File: src/rtl/tea_pkg.sv
`timescale 1ns / 1ps

package tea_pkg;

  // field widths
  localparam int OP_W       = 3;
  localparam int RAW_W      = 12;
  localparam int RES_W      = 10;
  localparam int POS_W      = 11;
  localparam int CFG_IDX_W  = 3;
  localparam int CFG_DATA_W = 12;

  // significant raw bits and the edge margin in pixels
  localparam int RAW_BITS    = 12;
  localparam int EDGE_MARGIN = 15;
  localparam logic [RAW_W-1:0] RAW_MASK =
    (RAW_BITS >= RAW_W) ? {RAW_W{1'b1}} : RAW_W'((1 << RAW_BITS) - 1);

  // datapath widths: signed difference, signed factor, product, magnitudes
  localparam int DIFF_W = RAW_W + 1;
  localparam int FAC_W  = RES_W + 1;
  localparam int NUM_W  = DIFF_W + FAC_W;
  localparam int MAG_W  = NUM_W - 1;
  localparam int DEN_W  = RAW_W;

  // event queue between front and back
  localparam int QUEUE_DEPTH = 2;
  localparam int QPTR_W      = $clog2(QUEUE_DEPTH);
  localparam int QCNT_W      = $clog2(QUEUE_DEPTH + 1);

  // event codes on the input
  localparam logic [OP_W-1:0] OP_X_SAMPLE = 3'd0;
  localparam logic [OP_W-1:0] OP_Y_SAMPLE = 3'd1;
  localparam logic [OP_W-1:0] OP_DOWN     = 3'd2;
  localparam logic [OP_W-1:0] OP_UP       = 3'd3;

  // register indexes
  localparam logic [CFG_IDX_W-1:0] CFG_X_MIN = 3'd0;
  localparam logic [CFG_IDX_W-1:0] CFG_X_MAX = 3'd1;
  localparam logic [CFG_IDX_W-1:0] CFG_Y_MIN = 3'd2;
  localparam logic [CFG_IDX_W-1:0] CFG_Y_MAX = 3'd3;
  localparam logic [CFG_IDX_W-1:0] CFG_X_RES = 3'd4;
  localparam logic [CFG_IDX_W-1:0] CFG_Y_RES = 3'd5;

  typedef enum logic [1:0] {
    KIND_X,
    KIND_Y,
    KIND_DOWN,
    KIND_UP
  } kind_t;

  typedef struct packed {
    kind_t            kind;
    logic [RAW_W-1:0] raw;
  } cmd_t;

  typedef struct packed {
    logic [RAW_W-1:0] x_min;
    logic [RAW_W-1:0] x_max;
    logic [RAW_W-1:0] y_min;
    logic [RAW_W-1:0] y_max;
    logic [RES_W-1:0] x_res;
    logic [RES_W-1:0] y_res;
  } cal_t;

  function automatic logic [RAW_W-1:0] mask_raw(input logic [RAW_W-1:0] v);
    return v & RAW_MASK;
  endfunction

endpackage

File: src/rtl/tea_front.sv
`timescale 1ns / 1ps

module tea_front (
  input  logic                     clk,
  input  logic                     rst_n,
  input  logic                     in_tvalid,
  output logic                     in_tready,
  input  logic [tea_pkg::OP_W-1:0] in_op,
  input  logic [tea_pkg::RAW_W-1:0] in_raw,
  output logic                     cmd_valid,
  output tea_pkg::cmd_t            cmd,
  input  logic                     cmd_pop
);
  import tea_pkg::*;

  cmd_t              queue_r [QUEUE_DEPTH];
  logic [QPTR_W-1:0] wr_ptr_r, wr_ptr_nxt;
  logic [QPTR_W-1:0] rd_ptr_r, rd_ptr_nxt;
  logic [QCNT_W-1:0] count_r, count_nxt;
  logic              keep;
  kind_t             kind;
  logic              push;
  logic              pop;

  // classify the event; unknown kinds are taken and dropped
  always_comb begin
    keep = 1'b1;
    kind = KIND_X;
    unique case (in_op)
      OP_X_SAMPLE: kind = KIND_X;
      OP_Y_SAMPLE: kind = KIND_Y;
      OP_DOWN:     kind = KIND_DOWN;
      OP_UP:       kind = KIND_UP;
      default:     keep = 1'b0;
    endcase
  end

  assign in_tready = (count_r != QCNT_W'(QUEUE_DEPTH));
  assign push      = in_tvalid && in_tready && keep;
  assign cmd_valid = (count_r != '0);
  assign pop       = cmd_pop && cmd_valid;
  assign cmd       = queue_r[rd_ptr_r];

  // pointer and fill bookkeeping
  always_comb begin
    wr_ptr_nxt = wr_ptr_r;
    rd_ptr_nxt = rd_ptr_r;
    count_nxt  = count_r;
    if (push) begin
      wr_ptr_nxt = (wr_ptr_r == QPTR_W'(QUEUE_DEPTH - 1)) ? '0 : wr_ptr_r + 1'b1;
    end
    if (pop) begin
      rd_ptr_nxt = (rd_ptr_r == QPTR_W'(QUEUE_DEPTH - 1)) ? '0 : rd_ptr_r + 1'b1;
    end
    if (push && !pop) begin
      count_nxt = count_r + 1'b1;
    end else if (pop && !push) begin
      count_nxt = count_r - 1'b1;
    end
  end

  always_ff @(posedge clk) begin
    if (!rst_n) begin
      wr_ptr_r <= '0;
      rd_ptr_r <= '0;
      count_r  <= '0;
    end else begin
      wr_ptr_r <= wr_ptr_nxt;
      rd_ptr_r <= rd_ptr_nxt;
      count_r  <= count_nxt;
    end
  end

  // queue storage
  always_ff @(posedge clk) begin
    if (push) begin
      queue_r[wr_ptr_r] <= '{kind: kind, raw: in_raw};
    end
  end

endmodule

File: src/rtl/tea_div.sv
`timescale 1ns / 1ps

module tea_div (
  input  logic                      clk,
  input  logic                      rst_n,
  input  logic                      start,
  input  logic [tea_pkg::MAG_W-1:0] dividend,
  input  logic [tea_pkg::DEN_W-1:0] divisor,
  output logic                      done,
  output logic [tea_pkg::MAG_W-1:0] quotient
);
  import tea_pkg::*;

  localparam int CNT_W = $clog2(MAG_W);

  logic [DEN_W-1:0] rem_r;
  logic [MAG_W-1:0] quo_r;
  logic [DEN_W-1:0] den_r;
  logic [CNT_W-1:0] cnt_r;
  logic             busy_r;
  logic             done_r;
  logic [DEN_W:0]   shifted;
  logic [DEN_W:0]   trial;
  logic             fits;

  // one restoring step: shift in the next dividend bit, try a subtract
  assign shifted = {rem_r, quo_r[MAG_W-1]};
  assign trial   = shifted - {1'b0, den_r};
  assign fits    = !trial[DEN_W];

  always_ff @(posedge clk) begin
    if (!rst_n) begin
      busy_r <= 1'b0;
      done_r <= 1'b0;
      cnt_r  <= '0;
    end else begin
      done_r <= 1'b0;
      if (start) begin
        busy_r <= 1'b1;
        cnt_r  <= '0;
      end else if (busy_r) begin
        cnt_r <= cnt_r + 1'b1;
        if (cnt_r == CNT_W'(MAG_W - 1)) begin
          busy_r <= 1'b0;
          done_r <= 1'b1;
        end
      end
    end
  end

  always_ff @(posedge clk) begin
    if (start) begin
      rem_r <= '0;
      quo_r <= dividend;
      den_r <= divisor;
    end else if (busy_r) begin
      rem_r <= fits ? trial[DEN_W-1:0] : shifted[DEN_W-1:0];
      quo_r <= {quo_r[MAG_W-2:0], fits};
    end
  end

  assign done     = done_r;
  assign quotient = quo_r;

endmodule

File: src/rtl/tea_back.sv
`timescale 1ns / 1ps

module tea_back (
  input  logic                      clk,
  input  logic                      rst_n,
  input  logic                      cmd_valid,
  input  tea_pkg::cmd_t             cmd,
  output logic                      cmd_pop,
  input  tea_pkg::cal_t             cal,
  output logic                      out_valid,
  input  logic                      out_ready,
  output logic [tea_pkg::POS_W-1:0] out_pos_x,
  output logic [tea_pkg::POS_W-1:0] out_pos_y,
  output logic                      out_pressed
);
  import tea_pkg::*;

  localparam logic [2:0] ST_IDLE   = 3'd0;
  localparam logic [2:0] ST_MUL    = 3'd1;
  localparam logic [2:0] ST_DSTART = 3'd2;
  localparam logic [2:0] ST_DIV    = 3'd3;
  localparam logic [2:0] ST_FIN    = 3'd4;
  localparam logic [2:0] ST_EMIT   = 3'd5;

  logic [2:0]              state_r;
  logic [RES_W-1:0]        held_x_r, held_y_r;
  logic                    held_x_valid_r, held_y_valid_r;
  logic                    touch_r;
  logic                    axis_y_r;
  logic [RAW_W-1:0]        raw_r;
  logic signed [NUM_W-1:0] num_r;
  logic signed [DIFF_W-1:0] span_r;
  logic                    neg_r;
  logic                    zero_r;
  logic                    emit_press_r;
  logic                    out_valid_r;
  logic [POS_W-1:0]        out_x_r, out_y_r;
  logic                    out_press_r;

  logic [RAW_W-1:0]         lo, hi;
  logic [RES_W-1:0]         res;
  logic signed [DIFF_W-1:0] diff;
  logic signed [DIFF_W-1:0] span;
  logic signed [FAC_W-1:0]  fac;
  logic signed [NUM_W-1:0]  prod;
  logic [NUM_W-1:0]         num_abs;
  logic [DIFF_W-1:0]        span_abs;
  logic                     div_start;
  logic                     div_done;
  logic [MAG_W-1:0]         div_quo;
  logic signed [NUM_W-1:0]  quo_s;
  logic signed [NUM_W:0]    v;
  logic [RES_W-1:0]         v_clamp;
  logic [RES_W-1:0]         pix;
  logic                     slot_free;

  // calibration for the axis at work
  always_comb begin
    lo  = mask_raw(axis_y_r ? cal.y_min : cal.x_min);
    hi  = mask_raw(axis_y_r ? cal.y_max : cal.x_max);
    res = axis_y_r ? cal.y_res : cal.x_res;
  end

  // numerator product and span
  always_comb begin
    diff = $signed({1'b0, mask_raw(raw_r)}) - $signed({1'b0, lo});
    span = $signed({1'b0, hi}) - $signed({1'b0, lo});
    fac  = $signed({1'b0, res}) - $signed(FAC_W'(2 * EDGE_MARGIN));
    prod = NUM_W'(diff) * NUM_W'(fac);
  end

  // magnitudes for the unsigned divider
  assign num_abs  = num_r[NUM_W-1] ? NUM_W'(-num_r) : NUM_W'(num_r);
  assign span_abs = span_r[DIFF_W-1] ? DIFF_W'(-span_r) : DIFF_W'(span_r);
  assign div_start = (state_r == ST_DSTART);

  tea_div u_div (
    .clk      (clk),
    .rst_n    (rst_n),
    .start    (div_start),
    .dividend (num_abs[MAG_W-1:0]),
    .divisor  (span_abs[DEN_W-1:0]),
    .done     (div_done),
    .quotient (div_quo)
  );

  // sign, margin, clamp to 0..res and mirror
  always_comb begin
    if (zero_r) begin
      quo_s = '0;
    end else if (neg_r) begin
      quo_s = -$signed({1'b0, div_quo});
    end else begin
      quo_s = $signed({1'b0, div_quo});
    end
    v = (NUM_W + 1)'(quo_s) + $signed((NUM_W + 1)'(EDGE_MARGIN));
    if (v < 0) begin
      v_clamp = '0;
    end else if (v > $signed({{(NUM_W + 1 - RES_W){1'b0}}, res})) begin
      v_clamp = res;
    end else begin
      v_clamp = v[RES_W-1:0];
    end
    pix = res - v_clamp;
  end

  assign slot_free = !out_valid_r || out_ready;
  assign cmd_pop   = (state_r == ST_IDLE) && cmd_valid;

  // event sequencer
  always_ff @(posedge clk) begin
    if (!rst_n) begin
      state_r        <= ST_IDLE;
      held_x_valid_r <= 1'b0;
      held_y_valid_r <= 1'b0;
      touch_r        <= 1'b0;
      out_valid_r    <= 1'b0;
      held_x_r       <= '0;
      held_y_r       <= '0;
    end else begin
      if (out_valid_r && out_ready && (state_r != ST_EMIT)) begin
        out_valid_r <= 1'b0;
      end
      unique case (state_r)
        ST_IDLE: begin
          if (cmd_valid) begin
            unique case (cmd.kind)
              KIND_X, KIND_Y: begin
                axis_y_r <= (cmd.kind == KIND_Y);
                raw_r    <= cmd.raw;
                state_r  <= ST_MUL;
              end
              KIND_DOWN: begin
                touch_r        <= 1'b1;
                held_x_r       <= '0;
                held_y_r       <= '0;
                held_x_valid_r <= 1'b0;
                held_y_valid_r <= 1'b0;
              end
              KIND_UP: begin
                emit_press_r <= 1'b0;
                state_r      <= ST_EMIT;
              end
              default: state_r <= ST_IDLE;
            endcase
          end
        end
        ST_MUL: begin
          num_r   <= prod;
          span_r  <= span;
          state_r <= ST_DSTART;
        end
        ST_DSTART: begin
          neg_r   <= num_r[NUM_W-1] ^ span_r[DIFF_W-1];
          zero_r  <= (span_r == '0);
          state_r <= ST_DIV;
        end
        ST_DIV: begin
          if (div_done) begin
            state_r <= ST_FIN;
          end
        end
        ST_FIN: begin
          emit_press_r <= touch_r;
          if (axis_y_r) begin
            held_y_r       <= pix;
            held_y_valid_r <= 1'b1;
            state_r        <= held_x_valid_r ? ST_EMIT : ST_IDLE;
          end else begin
            held_x_r       <= pix;
            held_x_valid_r <= 1'b1;
            state_r        <= held_y_valid_r ? ST_EMIT : ST_IDLE;
          end
        end
        ST_EMIT: begin
          if (slot_free) begin
            out_valid_r    <= 1'b1;
            held_x_r       <= '0;
            held_y_r       <= '0;
            held_x_valid_r <= 1'b0;
            held_y_valid_r <= 1'b0;
            touch_r        <= 1'b0;
            state_r        <= ST_IDLE;
          end
        end
        default: state_r <= ST_IDLE;
      endcase
    end
  end

  // report payload, -1 for a missing axis
  always_ff @(posedge clk) begin
    if (state_r == ST_EMIT && slot_free) begin
      out_x_r     <= held_x_valid_r ? {1'b0, held_x_r} : {POS_W{1'b1}};
      out_y_r     <= held_y_valid_r ? {1'b0, held_y_r} : {POS_W{1'b1}};
      out_press_r <= emit_press_r;
    end
  end

  assign out_valid   = out_valid_r;
  assign out_pos_x   = out_x_r;
  assign out_pos_y   = out_y_r;
  assign out_pressed = out_press_r;

endmodule

File: src/rtl/touch_event_assembler_scaler_top.sv
`timescale 1ns / 1ps

// channel   direction  payload
// in_       slave      tuser: op[2:0]; tdata: sample_value[11:0], zero fill to 16
// out_      master     tdata: pos_x[10:0], pos_y[21:11], zero fill to 24; tuser: pressed
// cfg_      slave      index[2:0], data[11:0]; always ready
//
// an X or Y sample holds the back end through pop, multiply, divider load, 23 one-bit
// divider steps, the wait for divider done and finish; a report adds the emit state.
// touch down stays in idle, touch up visits emit; ignored events never enter the queue.
// a two-entry event queue lets input transfers continue while the back end works.
// a report waits in the output register under back pressure, holding the back end.
// rst_n is synchronous; no clearing pass is needed, state is ready after reset.

module touch_event_assembler_scaler_top (
  input  logic        clk,
  input  logic        rst_n,
  input  logic        in_tvalid,
  output logic        in_tready,
  input  logic [15:0] in_tdata,   // sample_value[11:0], zero [15:12]
  input  logic [2:0]  in_tuser,   // op[2:0]
  output logic        out_tvalid,
  input  logic        out_tready,
  output logic [23:0] out_tdata,  // pos_x[10:0], pos_y[21:11], zero [23:22]
  output logic        out_tuser,  // pressed
  input  logic        cfg_valid,
  output logic        cfg_ready,
  input  logic [2:0]  cfg_index,
  input  logic [11:0] cfg_data
);
  import tea_pkg::*;

  cal_t             cal_r;
  logic             cmd_valid;
  cmd_t             cmd;
  logic             cmd_pop;
  logic [POS_W-1:0] pos_x, pos_y;
  logic             pressed;

  // calibration registers
  assign cfg_ready = 1'b1;

  always_ff @(posedge clk) begin
    if (!rst_n) begin
      cal_r.x_min <= RAW_W'(0);
      cal_r.x_max <= RAW_W'(1023);
      cal_r.y_min <= RAW_W'(0);
      cal_r.y_max <= RAW_W'(1023);
      cal_r.x_res <= RES_W'(480);
      cal_r.y_res <= RES_W'(272);
    end else if (cfg_valid && cfg_ready) begin
      unique case (cfg_index)
        CFG_X_MIN: cal_r.x_min <= cfg_data[RAW_W-1:0];
        CFG_X_MAX: cal_r.x_max <= cfg_data[RAW_W-1:0];
        CFG_Y_MIN: cal_r.y_min <= cfg_data[RAW_W-1:0];
        CFG_Y_MAX: cal_r.y_max <= cfg_data[RAW_W-1:0];
        CFG_X_RES: cal_r.x_res <= cfg_data[RES_W-1:0];
        CFG_Y_RES: cal_r.y_res <= cfg_data[RES_W-1:0];
        default:   cal_r <= cal_r;
      endcase
    end
  end

  tea_front u_front (
    .clk       (clk),
    .rst_n     (rst_n),
    .in_tvalid (in_tvalid),
    .in_tready (in_tready),
    .in_op     (in_tuser),
    .in_raw    (in_tdata[RAW_W-1:0]),
    .cmd_valid (cmd_valid),
    .cmd       (cmd),
    .cmd_pop   (cmd_pop)
  );

  tea_back u_back (
    .clk         (clk),
    .rst_n       (rst_n),
    .cmd_valid   (cmd_valid),
    .cmd         (cmd),
    .cmd_pop     (cmd_pop),
    .cal         (cal_r),
    .out_valid   (out_tvalid),
    .out_ready   (out_tready),
    .out_pos_x   (pos_x),
    .out_pos_y   (pos_y),
    .out_pressed (pressed)
  );

  assign out_tdata = {2'b00, pos_y, pos_x};
  assign out_tuser = pressed;

`ifndef SYNTHESIS
  // a pressed report comes only from axis completion, so both axes are present
  a_pressed_has_axes: assert property (@(posedge clk) disable iff (!rst_n)
    (out_tvalid && out_tuser) |-> (!out_tdata[10] && !out_tdata[21]))
    else $error("pressed report with a missing axis");

  // a present X position never exceeds the screen width
  a_x_in_range: assert property (@(posedge clk) disable iff (!rst_n)
    (out_tvalid && !out_tdata[10]) |-> (out_tdata[9:0] <= cal_r.x_res))
    else $error("X position beyond screen width");

  // no report is offered right after reset
  a_reset_quiet: assert property (@(posedge clk)
    !rst_n |=> !out_tvalid)
    else $error("report offered after reset");
`endif

endmodule

File: config.mk
export PLATFORM = sky130hd
export DESIGN_NAME = touch_event_assembler_scaler_top
export DESIGN_NICKNAME = d
export VERILOG_FILES = /design/src/rtl/tea_pkg.sv /design/src/rtl/tea_front.sv /design/src/rtl/tea_div.sv /design/src/rtl/tea_back.sv /design/src/rtl/touch_event_assembler_scaler_top.sv
export SDC_FILE = /design/constraint.sdc
export NUM_CORES = 1
export LEC_CHECK = 0
export BUFFER_PORTS_ARGS = -buffer_cell sky130_fd_sc_hd__buf_2
export CORE_ASPECT_RATIO = 1.25
export CORE_MARGIN = 5
export CORE_UTILIZATION = 45
export CTS_CLUSTER_SIZE = 16
export DETAILED_ROUTE_END_ITERATION = 12
export GPL_ROUTABILITY_DRIVEN = 0
export PLACE_DENSITY = 0.69
export SLEW_MARGIN = 20
export SYNTH_ARGS = -nofsm -noshare
export SYNTH_HDL_FRONTEND = slang
export SYNTH_HIERARCHICAL = 1
export SYNTH_SLANG_ARGS = --single-unit
File: constraint.sdc
create_clock -name clk -period 10.46 [get_ports clk]
set_clock_uncertainty 0.1 [all_clocks]
set_input_delay 1.569 -clock clk [delete_from_list [all_inputs] [get_ports clk]]
set_output_delay 1.569 -clock clk [all_outputs]
set_load 0.1 [all_outputs]
# ---- Word level (Yosys, flattened, before mapping)
# Memories as Yosys holds them, arrays and structs flattened. A register that Yosys moved wholly into a read port is not among the register bits.
# Cells that the tools add are included.
# W data, S select, Z words.
dict set report word_totals {
  inputBits 39
  ff_bits 229
  romBits 0
  out_inout_bits 28
  latchBits 0
  n_memories 1
  mem_bits_rw 28
  wordCells 184
}
dict set report classes {
  n_mux 59
  reduce_logical 43
  order_cmp 2
  n_bitwise 3
  n_div 0
  eq_ne 27
  multipliers 1
  n_addsub 14
  shifts 0
}
# name words word_bits rd rd_ports_with_merged_regs write_ports line_no
set mem_list {}
lappend mem_list {u_front.queue_r 2 14 1 1 1 tea_front.sv:16} ;# cmd_t queue_r [QUEUE_DEPTH];
# cell n
set ops {}
lappend ops {{$mux W10} 8}
lappend ops {{$mux W23} 3}
lappend ops {{$pmux W10 S3} 2}
lappend ops {{$mux W12} 4}
lappend ops {{$mux W24} 2}
lappend ops {{$sub A12 B12 Y13} 2}
lappend ops {{$add A24 B5 Y25 const B} 1}
lappend ops {{$gt A25 B11 Y1} 1}
lappend ops {{$lt A25 B1 Y1 const B} 1}
lappend ops {{$mul A13 B11 Y24} 1}
lappend ops {{$neg A23 Y24} 1}
lappend ops {{$mux W1} 23}
lappend ops {{$neg A23 Y23} 1}
lappend ops {{$mux W11} 2}
lappend ops {{$eq A3 B2 Y1 const B} 6}
lappend ops {{$mux W3} 6}
lappend ops {{$pmux W3 S6} 1}
lappend ops {{$reduce_and A2 Y1} 8}
lappend ops {{$reduce_and A4 Y1} 4}
lappend ops {{$logic_not A13 Y1} 1}
lappend ops {{$sub A13 B12 Y13} 1}
lappend ops {{$eq A3 B3 Y1 const B} 4}
lappend ops {{$neg A12 Y12} 1}
lappend ops {{$sub A10 B5 Y11 const B} 1}
lappend ops {{30 further kinds} 64}

# ---- Depth between registers and ports, before layout
dict set report depth {
  word_depth 10
  ltp_mapped 37
  mapped_depth_nobuf 33
}

# ---- Cells and area by module
# The synthesis kept the hierarchy.
# module seq_area_each_um2 cells_per_inst instances area_per_inst_um2
set by_module_without_submodules {}
lappend by_module_without_submodules {tea_back 2822.7 1514 1 13630.6}
lappend by_module_without_submodules {tea_div 1431.4 269 1 2922.8}
lappend by_module_without_submodules {touch_event_assembler_scaler_top 1361.3 254 1 2641.3}
lappend by_module_without_submodules {tea_front 940.9 72 1 1249.9}

# ---- Worst setup path after synthesis
# No wires, ideal clock.
dict set report synth_timing {
  path_kind {register to register}
  start {register u_back.axis_y_r}
  end {register u_back.num_r[23], data pin}
  path_stages_with_launch 34
  arrival_ns 8.734
  setup_time_ns 0.260
  slack_ns 1.366
  required_time_ns 10.100
  period_less_slack_ns 9.094
  n_path_buf 4
  path_cell_list {edfxtp_1 -> clkbuf_1 -> buf_1 -> buf_1 -> clkbuf_1 -> mux2i_1 -> ha_1 -> nor2b_1 -> o21ai_0 -> nand2b_1 -> a21o_1 -> a21o_1 -> a21o_1 -> a21o_1 -> a21o_1 -> a21o_1 -> a31oi_1 -> nand2_1 -> fa_1 -> inv_1 -> fa_1 -> fa_1 -> inv_1 -> fa_1 -> inv_1 -> fa_1 -> ha_1 -> a21o_1 -> a21o_1 -> a221o_1 -> nand4_1 -> nand4b_1 -> a21oi_1 -> xnor2_1}
}
dict set report synth_between {
  elab_chain_cells 3
  word_cells_on_any_way 5
  classes_between {2 x add/sub; 1 x mul; 2 x mux}
}
# element line_no
set synth_rtl {}
lappend synth_rtl {{start, declared} tea_back.sv:29} ;# logic axis_y_r;
lappend synth_rtl {{start signal, assigned} tea_back.sv:129} ;# axis_y_r <= (cmd.kind == KIND_Y);
lappend synth_rtl {{$mux W12 / $mux W10 (equally long branches)} {tea_back.sv:59, tea_back.sv:61}}
lappend synth_rtl {{$sub A12 B12 Y13 / $sub A10 B5 Y11 (equally long branches)} {tea_back.sv:66, tea_back.sv:68}}
lappend synth_rtl {{$mul A13 B11 Y24 *} tea_back.sv:69} ;# prod = NUM_W'(diff) * NUM_W'(fac);
lappend synth_rtl {{named net u_back.prod[23]} tea_back.sv:45} ;# logic signed [NUM_W-1:0] prod;
lappend synth_rtl {{end signal, assigned} tea_back.sv:149} ;# num_r <= prod;
lappend synth_rtl {{end, declared} tea_back.sv:31} ;# logic signed [NUM_W-1:0] num_r;
# The timed path passes the listed nets; every way through them passes the cells marked *.
# A chain may end at the register's enable or synchronous reset.

# ---- Worst setup path after layout
# Ends and elaborated chain as after synthesis.

==> flow_summary.toml <==
[sta]
final-setup-viol-count = 0
fin_setup_tns_ps = 0
drv_slew = 0
period_share_pct = 85.22
finalCriticalPeriod_ps = 8914
hold_viol = 0
fin_ws_ps = 1546
tightest_slew_ps = 1074
grt_setup_unrepaired = "no"
fmax_mhz = 112.2
relSlewSlack_pct = 27.94

[drt]
drc_errors = 0
wirelength_mm = 44.79
via_per_inst = 5.448
drt_pass1_iterations = 7
wl_per_cell_um = 16.49
ant_nets = 0
vias = 14797
drtIter0Drc = 1011

[clock_tree]
path_clk_slew_ps = 60
post_cts_buffers = 0
cts_root_buffer = "clkbuf_16"
cts_tree = "done"
clockBufferDepth = 3
ctsResizeCount = 0
hold_buffers = 0
clock_latency_ps = 540
cts_sinks = 258
cts_made_buffers = 26
htree_num_levels = 1

[worst_setup_path]
crit_path_max_fanout = 41
required_ps = 10640
slowest_delay_ps = 610
end_kind = "flop"
ff2ff_path_depth = 30
rrSetupSlack_ps = 1550
r2r_start = "u_back/axis_y_r$_DFFE_PP_"
critPathArrivalTime_ps = 9090
worstSetupStartpointType = "flop"
crit_type = "reg2reg"
r2r_end = "u_back/num_r[23]$_DFFE_PP_"
cpMaxStageDelayCell = "a31oi_1"
crit_top_cell = "a21o_1"

[logic_synthesis]
synth_edf_count = 139
yosys.area.top_type = "edfxtp_1"
async_reset_ff_share_pct = 0
seq_area_frac_synth_pct = 32.07
netlist_top_cells_area = "edfxtp_1 (20%), fa_1 (14%), dfxtp_1 (12%)"
syn_inst = 2109
ys_types = 94
synthFlopType = "edfxtp_1"
ys_warn_count = 6
syn_area_um2 = 20440
ys_ff_latch = 258
syn_area_per_cell_um2 = 9.694
yosysTopAreaCellShare_pct = 20.42

[power_and_ir_drop]
ir_drop_mv = 0.3346
power.density_nw_per_um2 = 344.5
p_leak_nw = 9.212

[global_routing]
grt_overflow = 0
grt_max_degree = 94
grt_pass1_wl_mm = 74.62
grt.total_usage_pct = 17.81
grt_pass1_vias = 15222
antenna_found_initial = 0

[cells_and_area]
layout.nets = 2410
antennaDiodeCount = 0
syn_to_final_growth_pct = 8.409
drive_above_1_share_pct = 10.29

[hold_path]
min_to = "u_back/out_pressed$_DFFE_PP_"
min-delay-start = "u_back/emit_press_r$_SDFFCE_PN0P_"
hold_class = "reg2reg"
holdPathStages = 0

[floorplan]
rows = 87
die-area_um2 = 49820
io_pins = 67
core_area_um2 = 45070
fp.dieW_um = 200.6
start_util_pct = 45.37
die_y_um = 248.3

[place]
io_buffers = 59
dp_hpwl_mm = 34.87
dpl_worst_slack_ps = 1523

[job]
maxCapViolCount = 0

[outcome]
status = "completed"
-- synth_stat cells (all sizes together) (11+ instances only) --
cell type	instances
buf	32
inv	235
nand2b	54
nor2b	84
a21boi	12
o21ai	78
o31ai	15
o311ai	11
edfxtp	139
a21oi	53
fa	140
xor2	36
nand2	194
and2	16
nor3	41
nor2	167
a31oi	13
dfxtp	119
nand3	31
or3	15
a21o	20
mux2	52
mux2i	108
or2	15
clkbuf	57
nand4	12
ha	113
nor4	20
xnor2	92
-- per-layer routing --
metal,vias up,global-route usage [%],routed length [µm]
met5,-,0,0
met4,0,7.776,1889
met3,105,1.771,1513
met2,337,32.45,22810
met1,7164,21.56,18580
li1,7191,-,-
-- sequential cells by signal (all words and copies together), names as in the netlist, 11 cells and up, named ones only --
name                   flops
cal_r                     68
u_back/num_r              24
u_back/out_pos_x          11
u_back/out_pos_y          11
u_back/raw_r              12
u_back/span_r             13
u_back/u_div/den_r        12
u_back/u_div/quotient     23
u_back/u_div/rem_r        12
u_front/queue_r           28
-- how the worst max path moves through the flow --
stage,from,endpoint,slack (ps),depth (start not counted)
after CTS,u_back/axis_y_r$_DFFE_PP_,u_back/num_r[23]$_DFFE_PP_,1500,30
after global placement,u_back/axis_y_r$_DFFE_PP_,u_back/num_r[23]$_DFFE_PP_,1720,30
after detailed placement,u_back/axis_y_r$_DFFE_PP_,u_back/num_r[23]$_DFFE_PP_,1520,30
after global routing,u_back/axis_y_r$_DFFE_PP_,u_back/num_r[23]$_DFFE_PP_,1030,30
final,u_back/axis_y_r$_DFFE_PP_,u_back/num_r[23]$_DFFE_PP_,1550,30
after floorplan,u_back/axis_y_r$_DFFE_PP_,u_back/num_r[23]$_DFFE_PP_,1370,33
-- per-stage QoR --
step / util [%] / area [µm²] / power [W] / hold WS, ps / instances
2_1_floorplan: - / 20450 / 0.005666 / 300.3 / 2110
3_3_place_gp: 46.93 / 21150 / 0.006395 / 311.3 / 2668
3_5_place_dp: 46.93 / 21150 / 0.006596 / 324.2 / 2668
4_1_cts: 49.14 / 22140 / 0.007659 / 342.4 / 2716
5_1_grt: 49.18 / 22160 / 0.008445 / 355.4 / 2716
6_report: 49.18 / 22160 / 0.007636 / 342.5 / 2716
-- area by class of cell --
type	count	area [µm²]
fill	4124	22900
multi-input combinational	1528	12620
sequential	258	6556
inverter	235	882.1
tap	578	723.2
clock buffer	29	703.2
timing repair buffer	69	385.4
clock inverter	19	289.0
-- placed cells by master (no fill, tap or decap), types with 14 or more instances in the layout --
master and n:
nand2b_1 54, nand3_1 31, nor3_1 41, nor2b_1 84
mux2i_1 107, fa_1 140, nor2_1 163, inv_1 235
buf_2 58, edfxtp_1 139, xor2_1 36, ha_1 113
mux2_2 52, or3_1 15, or2_2 14, o21ai_0 66
dfxtp_1 119, o31ai_1 15, nand2_1 194, a21oi_1 51
xnor2_1 90, clkbuf_16 27, and2_1 14, a21o_1 20
-- kinds of logic (layout without fill, tap and decap cells) --
logic type | Yosys count | count (layout) | share of synthesized area, %
AOI/OAI and AO/OA | 276 | 276 | 9.211
xor gates and xnor gates | 128 | 128 | 5.483
adders and majority gates | 253 | 253 | 20.62
buffers and inverters | 324 | 352 | 6.334
DFF | 258 | 258 | 32.07
muxes | 160 | 160 | 8.170
other | 2 | 3 | 0.03673
and+or+nand+nor | 708 | 708 | 18.07
-- power by group --
part           total (W)  switching [W]  internal, W
logic            0.00491        0.00278      0.00213
clock network    0.00104       0.000402     0.000640
registers        0.00168       0.000192      0.00149
total            0.00764        0.00338      0.00426
-- worst max-delay path, delay by kind of cell, from the launching register on --
family / cells / cell delay (ps)
fa+ha+maj: 7 / 3190
compound gates: 12 / 2940
simple gates: 5 / 820
buf+inv: 4 / 670
mux: 1 / 440
flops: 1 / 370
xor+xnor: 1 / 90
(Power assumes the default switching activity.)
